--- config.mk ---
export PLATFORM = sky130hd
export DESIGN_NAME = bbc_front
export DESIGN_NICKNAME = d
export VERILOG_FILES = /design/src/rtl/core/bbc_pkg.sv /design/src/rtl/core/bbc_front.sv
export SDC_FILE = /design/constraint.sdc
export NUM_CORES = 1
export LEC_CHECK = 0
export BUFFER_PORTS_ARGS = -buffer_cell sky130_fd_sc_hd__buf_2
export CAP_MARGIN = 20
export CORE_MARGIN = 2
export CORE_UTILIZATION = 58
export CTS_BUF_LIST = sky130_fd_sc_hd__clkbuf_4
export DETAILED_ROUTE_END_ITERATION = 12
export PLACE_DENSITY = 0.95
export RECOVER_POWER = 25
export SYNTH_ARGS = -nofsm -noshare
export SYNTH_HDL_FRONTEND = slang
export SYNTH_SLANG_ARGS = --single-unit
--- constraint.sdc ---
create_clock -name clk_i -period 4 [get_ports clk_i]
set_clock_uncertainty 0.1 [all_clocks]
set_input_delay 0.4 -clock clk_i [delete_from_list [all_inputs] [get_ports clk_i]]
set_output_delay 0.4 -clock clk_i [all_outputs]
set_load 0.005 [all_outputs]
--- src/rtl/core/bbc_pkg.sv ---
// ----------------------------------------------------------------------------
// bbc_pkg
// Shared types and constants of the clamped box blur.
// ----------------------------------------------------------------------------
`default_nettype none

package bbc_pkg;

  // register file
  localparam int unsigned REG_W   = 12;
  localparam int unsigned RAD_W   = 3;
  localparam int unsigned IDX_W   = 2;
  localparam logic [IDX_W-1:0] REG_IMAGE_WIDTH  = 2'd0;
  localparam logic [IDX_W-1:0] REG_IMAGE_HEIGHT = 2'd1;
  localparam logic [IDX_W-1:0] REG_BLUR_RADIUS  = 2'd2;
  localparam logic [REG_W-1:0] RST_IMAGE_WIDTH  = 12'd640;
  localparam logic [REG_W-1:0] RST_IMAGE_HEIGHT = 12'd480;
  localparam logic [RAD_W-1:0] RST_BLUR_RADIUS  = 3'd1;

  // geometry
  localparam int unsigned ROW_W        = 12;
  localparam int unsigned HEIGHT_LIMIT = 2048;
  localparam int unsigned DEF_MAX_WIDTH  = 2048;
  localparam int unsigned DEF_MAX_RADIUS = 7;
  localparam int unsigned QUEUE_DEPTH  = 2;

  // item kinds
  localparam logic OP_PIXEL = 1'b0;
  localparam logic OP_DRAIN = 1'b1;

  typedef struct packed {
    logic [REG_W-1:0] width;
    logic [REG_W-1:0] height;
    logic [RAD_W-1:0] radius;
  } cfg_t;

  typedef struct packed {
    logic       op;
    logic [7:0] red;
    logic [7:0] green;
    logic [7:0] blue;
  } word_t;

  typedef struct packed {
    logic [7:0] red;
    logic [7:0] green;
    logic [7:0] blue;
    logic       last;
  } res_t;

  typedef struct packed {
    logic empty;
    logic full;
  } q_stat_t;

endpackage

`default_nettype wire

--- src/rtl/core/bbc_front.sv ---
// ----------------------------------------------------------------------------
// bbc_front
// Input side: takes words and holds them in a short queue for the back end.
// ----------------------------------------------------------------------------
`default_nettype none

module bbc_front #(
  parameter int unsigned DEPTH = 2
) (
  input  wire logic             clk_i,
  input  wire logic             rst_ni,
  input  wire logic             in_valid_i,
  output logic                  in_stall_o,
  input  wire bbc_pkg::word_t   word_i,
  output logic                  word_valid_o,
  output bbc_pkg::word_t        word_o,
  input  wire logic             word_pop_i,
  output bbc_pkg::q_stat_t      stat_o
);
  import bbc_pkg::*;

  localparam int unsigned PW = (DEPTH > 1) ? $clog2(DEPTH) : 1;
  localparam int unsigned CW = $clog2(DEPTH + 1);

  word_t           buf_q [DEPTH];
  logic [PW-1:0]   wr_ptr_q, rd_ptr_q;
  logic [CW-1:0]   cnt_q;
  logic            push, pop;

  // queue flags
  assign stat_o.empty = (cnt_q == '0);
  assign stat_o.full  = (cnt_q == CW'(DEPTH));
  assign in_stall_o   = stat_o.full;
  assign word_valid_o = !stat_o.empty;
  assign word_o       = buf_q[rd_ptr_q];
  assign push         = in_valid_i && !stat_o.full;
  assign pop          = word_pop_i && !stat_o.empty;

  // pointers and fill level
  always_ff @(posedge clk_i or negedge rst_ni) begin
    if (!rst_ni) begin
      wr_ptr_q <= '0;
      rd_ptr_q <= '0;
      cnt_q    <= '0;
    end else begin
      if (push) begin
        wr_ptr_q <= (wr_ptr_q == PW'(DEPTH - 1)) ? '0 : wr_ptr_q + 1'b1;
      end
      if (pop) begin
        rd_ptr_q <= (rd_ptr_q == PW'(DEPTH - 1)) ? '0 : rd_ptr_q + 1'b1;
      end
      if (push && !pop) begin
        cnt_q <= cnt_q + 1'b1;
      end else if (pop && !push) begin
        cnt_q <= cnt_q - 1'b1;
      end
    end
  end

  // word storage
  always_ff @(posedge clk_i) begin
    if (push) begin
      buf_q[wr_ptr_q] <= word_i;
    end
  end

endmodule

`default_nettype wire

# Word-level counts from Yosys, hierarchy flattened
# Memory sizes are Yosys's and may differ from the RTL's.
# Index checks and enable logic that the tools add are counted.
# totals
elab_cells,25
mem_bits_ro,0
n_memories,1
ram_bits,50
latchBits,0
input_bits,29
output_inout_bits,29
reg_bits,4
# mem_list
name,depth,width,read_ports,rd_ports_with_merged_regs,write_ports,line_no,text
buf_q,2,25,1,0,1,bbc_front.sv:25,word_t buf_q [DEPTH];
# classes
n_mux,6
n_eq_ne,1
reduce_logical,10
shifts,0
addsub,4
n_div,0
multipliers,0
bitwise,0
n_lt_le_gt_ge,0
# ops
cell,n
logical AND 1 bit,4
logical NOT 1 bit,4
two-way mux 1 bit,4
two-way mux 2 bit,2
adder 1 bit (second input constant),2
adder 2 x 1 -> 2 bit (second input constant),1
equality test 2 bit (second input constant),1
logical NOT 2 bit,1
nonzero test 2 bit,1
subtractor 2 x 1 -> 2 bit (second input constant),1

# Depth between registers and ports, before layout
# Gate-level depths: netlist (run 1).
# depth
ltp_word,7
depth_mapped,7
mapped_depth_nobuf,7

# Least setup slack after synthesis (run 1)
# No wires, ideal clock.
# synth_path
path_type,flip-flop to flip-flop
startpoint,reg cnt_q[0]
endpoint,"mem buf_q[0][0] (netlist name), enable pin"
setup_time_ns,0.407
t_arrival_ns,1.696
path_slack_ns,1.797
required_time_ns,3.493
path_stages_with_launch,4
cell_sequence,dfrtp_1 > nand2b_1 > nand2_1 > nor2_1
# synth_via
elab_chain_cells,5
# synth_rtl
element,line_no,text
start: declaration,bbc_front.sv:27,logic [CW-1:0] cnt_q;
start signal: assignment,bbc_front.sv:53,cnt_q <= cnt_q + 1'b1;
start signal: assignment,bbc_front.sv:55,cnt_q <= cnt_q - 1'b1;
equality test 2 bit,bbc_front.sv:32,assign stat_o.full = (cnt_q == CW'(DEPTH));
logical NOT 1 bit,bbc_front.sv:36,assign push = in_valid_i && !stat_o.full;
logical AND 1 bit,bbc_front.sv:36,
two-way mux 1 bit,bbc_front.sv:62,if (push) begin
two-way mux 1 bit (not written as such),bbc_front.sv:63,buf_q[wr_ptr_q] <= word_i;
end: declaration,bbc_front.sv:25,
# No other way between the ends.

==> summary.txt, run 1 <==
Synthesis
  • Number of library cell types mapped by synthesis: 17
  • Fraction of registers with async set/reset: about 7.4%
  • Compound-cell area share of the yosys netlist: 0%
  • Top_reg_cell synth: edfxtp_1
  • Share of the synthesized area in the top cell type: ~71%
  • Adder-Cell Fraction of Synth Area: less than 1%
  • Syn nets: 129
  • Multiplexer area fraction after synthesis: 16.65%
  • Cell with the most instances after synthesis: edfxtp_1
  • FF+latch count, synth: 54
  • Gate count of the mapped netlist: 99
  • Main combinational cell family by area after synthesis: multiplexers
  • Sequential-to-total area share from yosys stat: 75.56%
  • Synth top cells by count: edfxtp_1, mux2_4, mux2_2
  • Synth area leader: edfxtp_1
  • Mapped cell area: 0.002120 mm²
  • Ys Warns: 0
  • Syn Area/Cell: 21.41 µm²
  • Simple-Gate Fraction of Synth Area: 1.830%
  • Post-synth EDFFs: 50
  • Xor/xnor share of the synthesized area: roughly 2.1%
  • Main area contributors after synthesis: edfxtp_1, mux2_4, dfrtp_1, mux2_2, buf_12

Clock tree
  • # Post-CTS Setup Buffers: 0
  • Clk Latency, worst-skew pair: 0.34 ns
  • CTS root buffer: clkbuf_4
  • H-tree lvl count: 2
  • Longest Clk Path Bufs: 2
  • # clock sinks: 54
  • Cts-stage hold buffer count: 1
  • Post-CTS Resized: 0
  • Cts bufs inserted: 5
  • Register clock-pin slew on the reported worst setup and hold paths: 0.13 ns
  • CTS tree: done

GRT
  • Antenna violations before repair: 0
  • Total gr overflow: 0
  • Largest net degree at the start of global routing: 26
  • GR Util All Layers: 15.80%
  • Number of global-route vias before repair: 1066
  • First-pass GRT wire length: 4823 µm

Place
  • GP Congestion: 0.7259
  • Port Buffer Count: 57
  • Hpwl dp: 2157 µm
  • Pre-CTS setup slack: around 2 ns

Setup path
  • Required @ worst endpoint: 3.50 ns
  • CP max FO: 21
  • Critical path class: flop to output pin
  • Setup crit end kind: output pin
  • Data arrival, critical path: between 1.5 and 2 ns
  • Worst setup SP type: flop

Route
  • DR vias/cell: between 5 and 6
  • Wirelength per Cell: 14.70 µm
  • Post-Route WL: 3073 µm
  • Total number of vias: 1056
  • DRC violations left: 0
  • Antenna-violating nets left: 0
  • Initial DRC count: 50
  • TritonRoute pass-1 iters: 4

Hold path
  • Hold Crit Class: input pin to flop

Timing
  • Crit share post-route: between 50 and 60%
  • Setup TNS: 0 ns
  • Worst slew margin: 68.60%
  • Setup slack after layout: 1.766 ns
  • Final Hold Vio Count: 0
  • Max-slew violation count: 0
  • RSZ-0062 raised after global routing: no
  • Min cycle time layout: around 2.2 ns
  • # setup viols final: 0
  • Max Clk Rate: 0.4476 GHz
  • Slew @ Worst Pin: around 0.47 ns

Final layout
  • Final Net Count: 193
  • FILL cells: 217
  • Layout cells sized above 1: 54.60%
  • Reg area: 0.001602 mm²
  • Area growth syn-to-layout: 19.07%
  • Multi-input gate area: 450.4 µm²
  • Diodes inserted: 0
  • Final core utilization: ~74%

Pwr
  • Clock power share: 15.8%
  • Net Sw Power: 0.4612 mW
  • Gate power share: 35.6%
  • Internal power: 1.240 mW
  • Leak Pwr: 1.035 nW
  • Switching Fraction: 27.11%
  • Sequential Power Share: 48.6%
  • Power density cells: 674.1 mW/mm²
  • Peak supply drop: 0.5124 mV

Die
  • Die width: 64.45 µm
  • Cell Rows: 21
  • Initial Util: approximately 62%
  • Core box area: 0.003416 mm²
  • Die height: ~64 µm
  • Die Area: ~0.0042 mm²
  • I/O pin cnt: 58

Run
  • Max_cap viols: 0

Status
  • Status: complete, no violations
-- power groups by stage --
stage	clock (mW)	sequential [mW]	combinational, mW
2_1_floorplan	0	0.823	0.451
3_3_place_gp	0	0.834	0.571
3_5_place_dp	0	0.845	0.586
4_1_cts	0.274	0.831	0.590
5_1_grt	0.296	0.842	0.654
6_report	0.269	0.827	0.605
-- path summary, 6_finish.rpt --
kind,from,endpoint,slack [ns],depth (start not counted)
max,rd_ptr_q,word_o[7],1.77,3
min,word_i[17],buf_q[1][17],0.13,1
max reg2reg,cnt_q[0],buf_q[0][10],2.12,4
min reg2reg,cnt_q[1],cnt_q[1],0.42,1
max in group asynchronous,rst_ni,wr_ptr_q,3.39,2
min in group asynchronous,rst_ni,cnt_q[0],0.29,2
-- sequential cells by signal, indices dropped and copies added (netlist names) --
| signal | count |
|---|---|
| rd_ptr_q | 1 |
| cnt_q | 2 |
| wr_ptr_q | 1 |
| buf_q | 50 |
-- layout make-up --
type / count / area share, %
flip-flops and latches: 54 / 63.46
repair buffers: 61 / 13.14
well taps: 46 / 2.281
inverters: 3 / 0.4462
clock buffers: 5 / 1.487
multi-input cells: 38 / 17.85
clock inverters: 2 / 1.339
-- logic make-up (layout without fill, tap and decap cells) --
family                     count (synthesis)  count (layout)
buffers and inverters                      7              71
and+or+nand+nor                            7               7
adders and majority gates                  1               1
muxes                                     25              25
DFF                                       54              54
xor gates and xnor gates                   5               5
-- critical path: stages, from the launching register on --
cell and delay, ns:
dfrtp_1 0.48, buf_4 0.41, mux2_2 0.38, buf_2 0.12
-- metal layers --
layer	global-route usage, %	vias up	share of wire [%]
met4	4.787	0	0.59
met1	19.51	502	42
met2	25.78	52	48
met3	6.424	2	9.0
met5	0	-	0
li1	-	500	-
-- per-stage QoR --
| stage | total power [mW] | instances | hold slack [ns] | instance area [µm²] |
|---|---|---|---|---|
| 2_1_floorplan | 1.274 | 99 | 0.004409 | 2120 |
| 3_3_place_gp | 1.405 | 200 | 0.1066 | 2421 |
| 3_5_place_dp | 1.431 | 200 | 0.1097 | 2421 |
| 4_1_cts | 1.696 | 208 | 0.1209 | 2502 |
| 5_1_grt | 1.792 | 209 | 0.09750 | 2524 |
| 6_report | 1.701 | 209 | 0.1280 | 2524 |
-- layout by cell type (no fill, tap or decap), types with 2 or more instances in the layout --
cell type / netlist / routed
clkbuf_4: 0 / 5
mux2_2: 6 / 6
xor2_1: 2 / 2
dfrtp_1: 4 / 4
clkbuf_1: 0 / 5
buf_2: 0 / 52
inv_1: 3 / 3
xnor2_1: 3 / 3
mux2_4: 19 / 19
edfxtp_1: 50 / 50
buf_4: 1 / 2
Power figures use the tool's default switching activity.
==> run 2: changes to the inputs <==
--- a/config.mk
+++ b/config.mk
@@ -8,10 +8,10 @@
 export BUFFER_PORTS_ARGS = -buffer_cell sky130_fd_sc_hd__buf_2
 export CAP_MARGIN = 20
 export CORE_MARGIN = 2
-export CORE_UTILIZATION = 58
+export CORE_UTILIZATION = 54
 export CTS_BUF_LIST = sky130_fd_sc_hd__clkbuf_4
 export DETAILED_ROUTE_END_ITERATION = 12
-export PLACE_DENSITY = 0.95
+export PLACE_DENSITY = 0.93
 export RECOVER_POWER = 25
 export SYNTH_ARGS = -nofsm -noshare
 export SYNTH_HDL_FRONTEND = slang
==> constraint.sdc (replaced) <==
create_clock -name clk_i -period 2.1 [get_ports clk_i]
set_clock_uncertainty 0.1 [all_clocks]
set_input_delay 0.21 -clock clk_i [delete_from_list [all_inputs] [get_ports clk_i]]
set_output_delay 0.21 -clock clk_i [all_outputs]
set_load 0.005 [all_outputs]
==> run 2 against run 1 <==
Final cell count rose by 14%. Clock power increased by 59%. Critical endpoint is now word_o[9]. Largest power group unchanged. Combinational power up 95%. Total power is 86% higher.
==> summary.txt, run 2 (same netlist as run 1, synthesis figures left out) <==
Place
  • Pre-CTS setup slack: 0.4443 ns
  • Port Buffer Count: 57
  • Hpwl dp: 2136 µm
  • Dpl cell area: around 0.0024 mm²
  • GP Congestion: roughly 0.77

Setup path
  • Required @ worst endpoint: 1.79 ns
  • CP max FO: 18
  • Setup crit end kind: output pin
  • Worst setup SP type: flop
  • Data arrival, critical path: 1.53 ns
  • Critical path class: flop to output pin
  • R2R Setup Slk: about 0.4 ns

Timing
  • Max Clk Rate: 0.5428 GHz
  • Min cycle time layout: 1.842 ns
  • Setup TNS: 0 ns
  • Final Hold Vio Count: 0
  • Setup slack after layout: 0.2576 ns
  • Crit share post-route: 87.73%
  • Max-slew violation count: 0
  • # setup viols final: 0
  • RSZ-0062 raised after global routing: no
  • Slew @ Worst Pin: between 0.3 and 0.4 ns
  • Worst slew margin: about four fifths

Clock tree
  • Cts bufs inserted: 5
  • H-tree lvl count: 2
  • Clk Latency, worst-skew pair: 0.35 ns
  • Post-CTS Resized: 0
  • CTS tree: done
  • Longest Clk Path Bufs: 2
  • Register clock-pin slew on the reported worst setup and hold paths: between 0.1 and 0.15 ns
  • # clock sinks: between 50 and 60
  • CTS root buffer: clkbuf_4

Status
  • Status: complete, no violations

Pwr
  • Power density cells: about 1200 mW/mm²
  • Leak Pwr: 1.122 nW
  • Peak supply drop: 0.8992 mV

Final layout
  • Diodes inserted: 0
  • Layout cells sized above 1: 45.03%
  • FILL cells: around 240
  • Area growth syn-to-layout: 29.93%
  • Reg with most FFs: buf_q
  • Biggest regs: buf_q x50, cnt_q x2
  • Design area: 0.002754 mm²
  • Final Net Count: 220
  • Commonest non-fill, non-tap cell in the layout: edfxtp_1
  • Max FFs per register: 50
  • Commonest cells after routing, fill and taps aside: edfxtp_1, buf_2, dlygate4sd3_1, mux2_4, clkbuf_1

Die
  • I/O pin cnt: 58
  • Cell Rows: 22
  • Die height: 66.65 µm
  • Die width: 66.65 µm
  • Core box area: 0.003716 mm²
  • Die Area: 0.004442 mm²
  • Initial Util: 57.04%

Route
  • DRC violations left: 0
  • Wirelength per Cell: 13.46 µm
  • Initial DRC count: 44
  • TritonRoute pass-1 iters: 4
  • DR vias/cell: around 4.7
  • Total number of vias: 1126
  • Post-Route WL: 3216 µm
  • Antenna-violating nets left: 0

GRT
  • First-pass GRT wire length: 5071 µm
  • GR peak layer: met2
  • Met3 Usage GRT: 3.041%
  • Antenna violations before repair: 0
  • GR Util All Layers: 16.01%
  • Met1 Use GR: 16.27%
  • Met2 Usage GRT: between 30% and 40%
  • Largest net degree at the start of global routing: 26
  • Number of global-route vias before repair: ~1200
  • Total gr overflow: 0

Run
  • Max_cap viols: 0

Hold path
  • Hold Crit Class: input pin to asynchronous set/reset pin
## run 2: cell type report
class,instances,area (µm²),area share (%)
clock inverter,2,13.76,0.4998
multi-input combinational,38,450.4,16.36
inverter,3,11.26,0.4089
clock buffer,6,45.04,1.636
sequential,54,1602,58.16
timing repair buffer,88,571.8,20.76
tap,48,60.06,2.181
## run 2: timing repair
action | CTS | global route
setup buffers | 0 | 0
hold buffers | 27 | 0
hold endpoints to repair | 55 | 0
## run 2: through the flow
| stage | hold slack (ns) | util, % | std cells | power [mW] |
|---|---|---|---|---|
| floorplan | -0.1856 | - | 99 | 2.429 |
| global placement | -0.08435 | 65.62 | 204 | 2.696 |
| detailed placement | -0.07686 | 65.62 | 204 | 2.747 |
| CTS | 0.05355 | 74.48 | 239 | 3.208 |
| global route | 0.1090 | 74.11 | 239 | 3.349 |
| finish | 0.1101 | 74.11 | 239 | 3.172 |
## run 2: final timing paths
| check | startpoint | depth (start not counted) | endpoint |
|---|---|---|---|
| min | rst_ni | 2 | cnt_q[1] |
| max reg2reg | cnt_q[0] | 6 | cnt_q[1] |
| max | rd_ptr_q | 3 | word_o[9] |
| max in group asynchronous | rst_ni | 2 | wr_ptr_q |
| min reg2reg | cnt_q[1] | 1 | cnt_q[1] |
| min in group clk_i | in_valid_i | 3 | wr_ptr_q |
## run 2: critical path, stage by stage, from the launching register on
cell and delay (ns):
dfrtp_1 0.37, buf_4 0.30, mux2_2 0.38, buf_2 0.13
## run 2: where the power goes
part | internal (mW) | total [mW] | switching [mW]
registers | 1.48 | 1.57 | 0.0914
clock network | 0.145 | 0.428 | 0.283
logic | 0.660 | 1.18 | 0.516
## run 2: routing by layer
layer,routed length (µm),vias up
met5,0,-
met4,44,0
met3,152,5
met2,1757,40
met1,1262,531
li1,-,550
==> run 3: changes to the inputs <==
--- a/config.mk
+++ b/config.mk
@@ -7,11 +7,13 @@
 export LEC_CHECK = 0
 export BUFFER_PORTS_ARGS = -buffer_cell sky130_fd_sc_hd__buf_2
 export CAP_MARGIN = 20
+export CELL_PAD_IN_SITES_DETAIL_PLACEMENT = 2
+export CELL_PAD_IN_SITES_GLOBAL_PLACEMENT = 2
 export CORE_MARGIN = 2
-export CORE_UTILIZATION = 54
+export CORE_UTILIZATION = 39
 export CTS_BUF_LIST = sky130_fd_sc_hd__clkbuf_4
 export DETAILED_ROUTE_END_ITERATION = 12
-export PLACE_DENSITY = 0.93
+export PLACE_DENSITY = 0.92
 export RECOVER_POWER = 25
 export SYNTH_ARGS = -nofsm -noshare
 export SYNTH_HDL_FRONTEND = slang
==> run 3 against run 2 <==
Critical path depth did not move. Total power rose by 8.1%. Sequential power rose by 4%. Global-route usage rose by 2.1 points. Worst setup slack got worse by 0.041 ns. Final cell count rose by 9.6%. Via count rose by 4.6%. Sequential share of layout area fell by 1.3 points. Worst hold slack got worse by 0.026 ns. Die area rose by 36%. Critical path type unchanged. Critical endpoint is now word_o[16].
==> summary.txt, run 3 (same netlist as run 1, synthesis figures left out) <==
Status
  • Status: complete, no violations

Timing
  • Final Hold Vio Count: 0
  • Slew @ Worst Pin: 0.2408 ns
  • Min cycle time layout: between 1.5 and 2 ns
  • Max Clk Rate: 0.5309 GHz
  • Worst slew margin: 83.95%
  • Crit share post-route: about 90%
  • Max-slew violation count: 0
  • Setup TNS: 0 ns
  • # setup viols final: 0
  • WHS: ~0.084 ns
  • RSZ-0062 raised after global routing: no

Die
  • I/O pin cnt: 58
  • Cell Rows: 26
  • Die Area: between 0.006 and 0.007 mm²
  • Die height: 77.72 µm
  • Die width: 77.72 µm
  • Initial Util: about two fifths
  • Core box area: 0.005172 mm²

Setup path
  • Data arrival, critical path: 1.57 ns
  • R2r endpoint: cnt_q[1]
  • Required @ worst endpoint: 1.79 ns
  • Cell breakdown of the critical path: buf_12, mux2_4, buf_2
  • Critical path class: flop to output pin
  • Worst reg2reg path depth: 7
  • Setup crit end kind: output pin
  • CP max FO: 19
  • CP peak stage delay: 0.53 ns
  • R2R Setup Slk: 0.36 ns
  • Worst setup SP type: flop
  • R2r startpoint: cnt_q[0]
  • Slowest-stage cell, CP: dfrtp_2

GRT
  • Total gr overflow: 0
  • Antenna violations before repair: 0
  • Met3 Usage GRT: 4.070%
  • GR Util All Layers: ~18%
  • Number of global-route vias before repair: around 1400
  • Met1 Use GR: between 20% and 30%
  • First-pass GRT wire length: 7962 µm
  • Met2 Usage GRT: about a third
  • Largest net degree at the start of global routing: 20
  • GR peak layer: met2

Route
  • Post-Route WL: 5079 µm
  • Antenna-violating nets left: 0
  • Total number of vias: 1178
  • DRC violations left: 0
  • Initial DRC count: 69
  • TritonRoute pass-1 iters: 4
  • DR vias/cell: 4.496
  • Wirelength per Cell: around 19 µm

Final layout
  • Reg with most FFs: buf_q
  • Final Net Count: about 220
  • Biggest regs: buf_q x50, cnt_q x2
  • Max FFs per register: 50
  • Commonest cells after routing, fill and taps aside: edfxtp_1, buf_2, dlygate4sd3_1, mux2_4, clkbuf_1
  • Layout cells sized above 1: around 45%
  • Diodes inserted: 0
  • Design area: 0.002819 mm²
  • Area growth syn-to-layout: 33.00%
  • Commonest non-fill, non-tap cell in the layout: edfxtp_1

Clock tree
  • CTS tree: done
  • # Post-CTS Setup Buffers: 0
  • Register clock-pin slew on the reported worst setup and hold paths: about 0.15 ns
  • # clock sinks: 54
  • Longest Clk Path Bufs: 2
  • H-tree lvl count: 2
  • Cts bufs inserted: 5
  • Clk Latency, worst-skew pair: about 0.35 ns
  • CTS root buffer: clkbuf_4

Pwr
  • Peak supply drop: 0.5947 mV
  • Power density cells: 1217 mW/mm²
  • Tot Pwr: ~3.4 mW
  • Leak Pwr: 1.136 nW

Hold path
  • Min-delay src: in_valid_i
  • Hold Crit Class: input pin to flop
  • Hold Path End: wr_ptr_q
  • WHS Path Cells: 3

Place
  • GP Congestion: 0.6861
  • Dpl cell area: between 0.002 and 0.0025 mm²
  • Port Buffer Count: 57
  • Hpwl dp: 3375 µm

Run
  • Max_cap viols: 0
[run 3: cell type report]
| cell class | count | area [µm²] |
|---|---|---|
| timing repair buffer | 89 | 589.3 |
| multi-input combinational | 38 | 450.4 |
| inverter | 3 | 11.26 |
| sequential | 54 | 1603 |
| clock buffer | 5 | 37.54 |
| clock inverter | 3 | 40.04 |
| tap | 70 | 87.58 |
| fill | 475 | 2354 |
[run 3: report_power, final]
part	switching, mW	internal (mW)
registers	0.148	1.48
clock network	0.308	0.247
logic	0.556	0.690
total	1.01	2.42
[run 3: stage by stage]
stage          setup WS, ns  util, %  std cells
6_report             0.2165    54.50        262
5_1_grt              0.1276    54.50        262
4_1_cts             0.06923    54.79        262
3_5_place_dp         0.3408    48.06        227
3_3_place_gp         0.5316    48.06        227
2_1_floorplan        0.3027        -         99
[run 3: routing by layer]
layer	wire [µm]	part of all wire [%]
met2	2722	54
met1	2127	42
met3	212	4.2
met4	17	0.33
met5	0	0
[run 3: worst max-delay path: cells and delay by family, from the launching register on]
kind | cells | cell delay (ns)
buffers and inverters | 2 | 0.37
DFF | 1 | 0.53
muxes | 1 | 0.32
[run 3: timing repair]
item                                   4_1_cts  5_1_grt
hold buffers                                27        0
resized for setup                            0        1
setup endpoints to repair                    0        1
endpoints found under the hold margin       55        0
[run 3: worst max-delay path by stage]
stage | depth (start not counted) | start | to | slack [ns]
final | 3 | rd_ptr_q | word_o[16] | 0.22
after global routing | 3 | rd_ptr_q | word_o[16] | 0.13
after CTS | 3 | rd_ptr_q | word_o[16] | 0.07
after detailed placement | 7 | cnt_q[0] | cnt_q[1] | 0.34
after global placement | 7 | cnt_q[0] | cnt_q[1] | 0.53
after floorplan | 3 | cnt_q[0] | buf_q[0][0] | 0.30
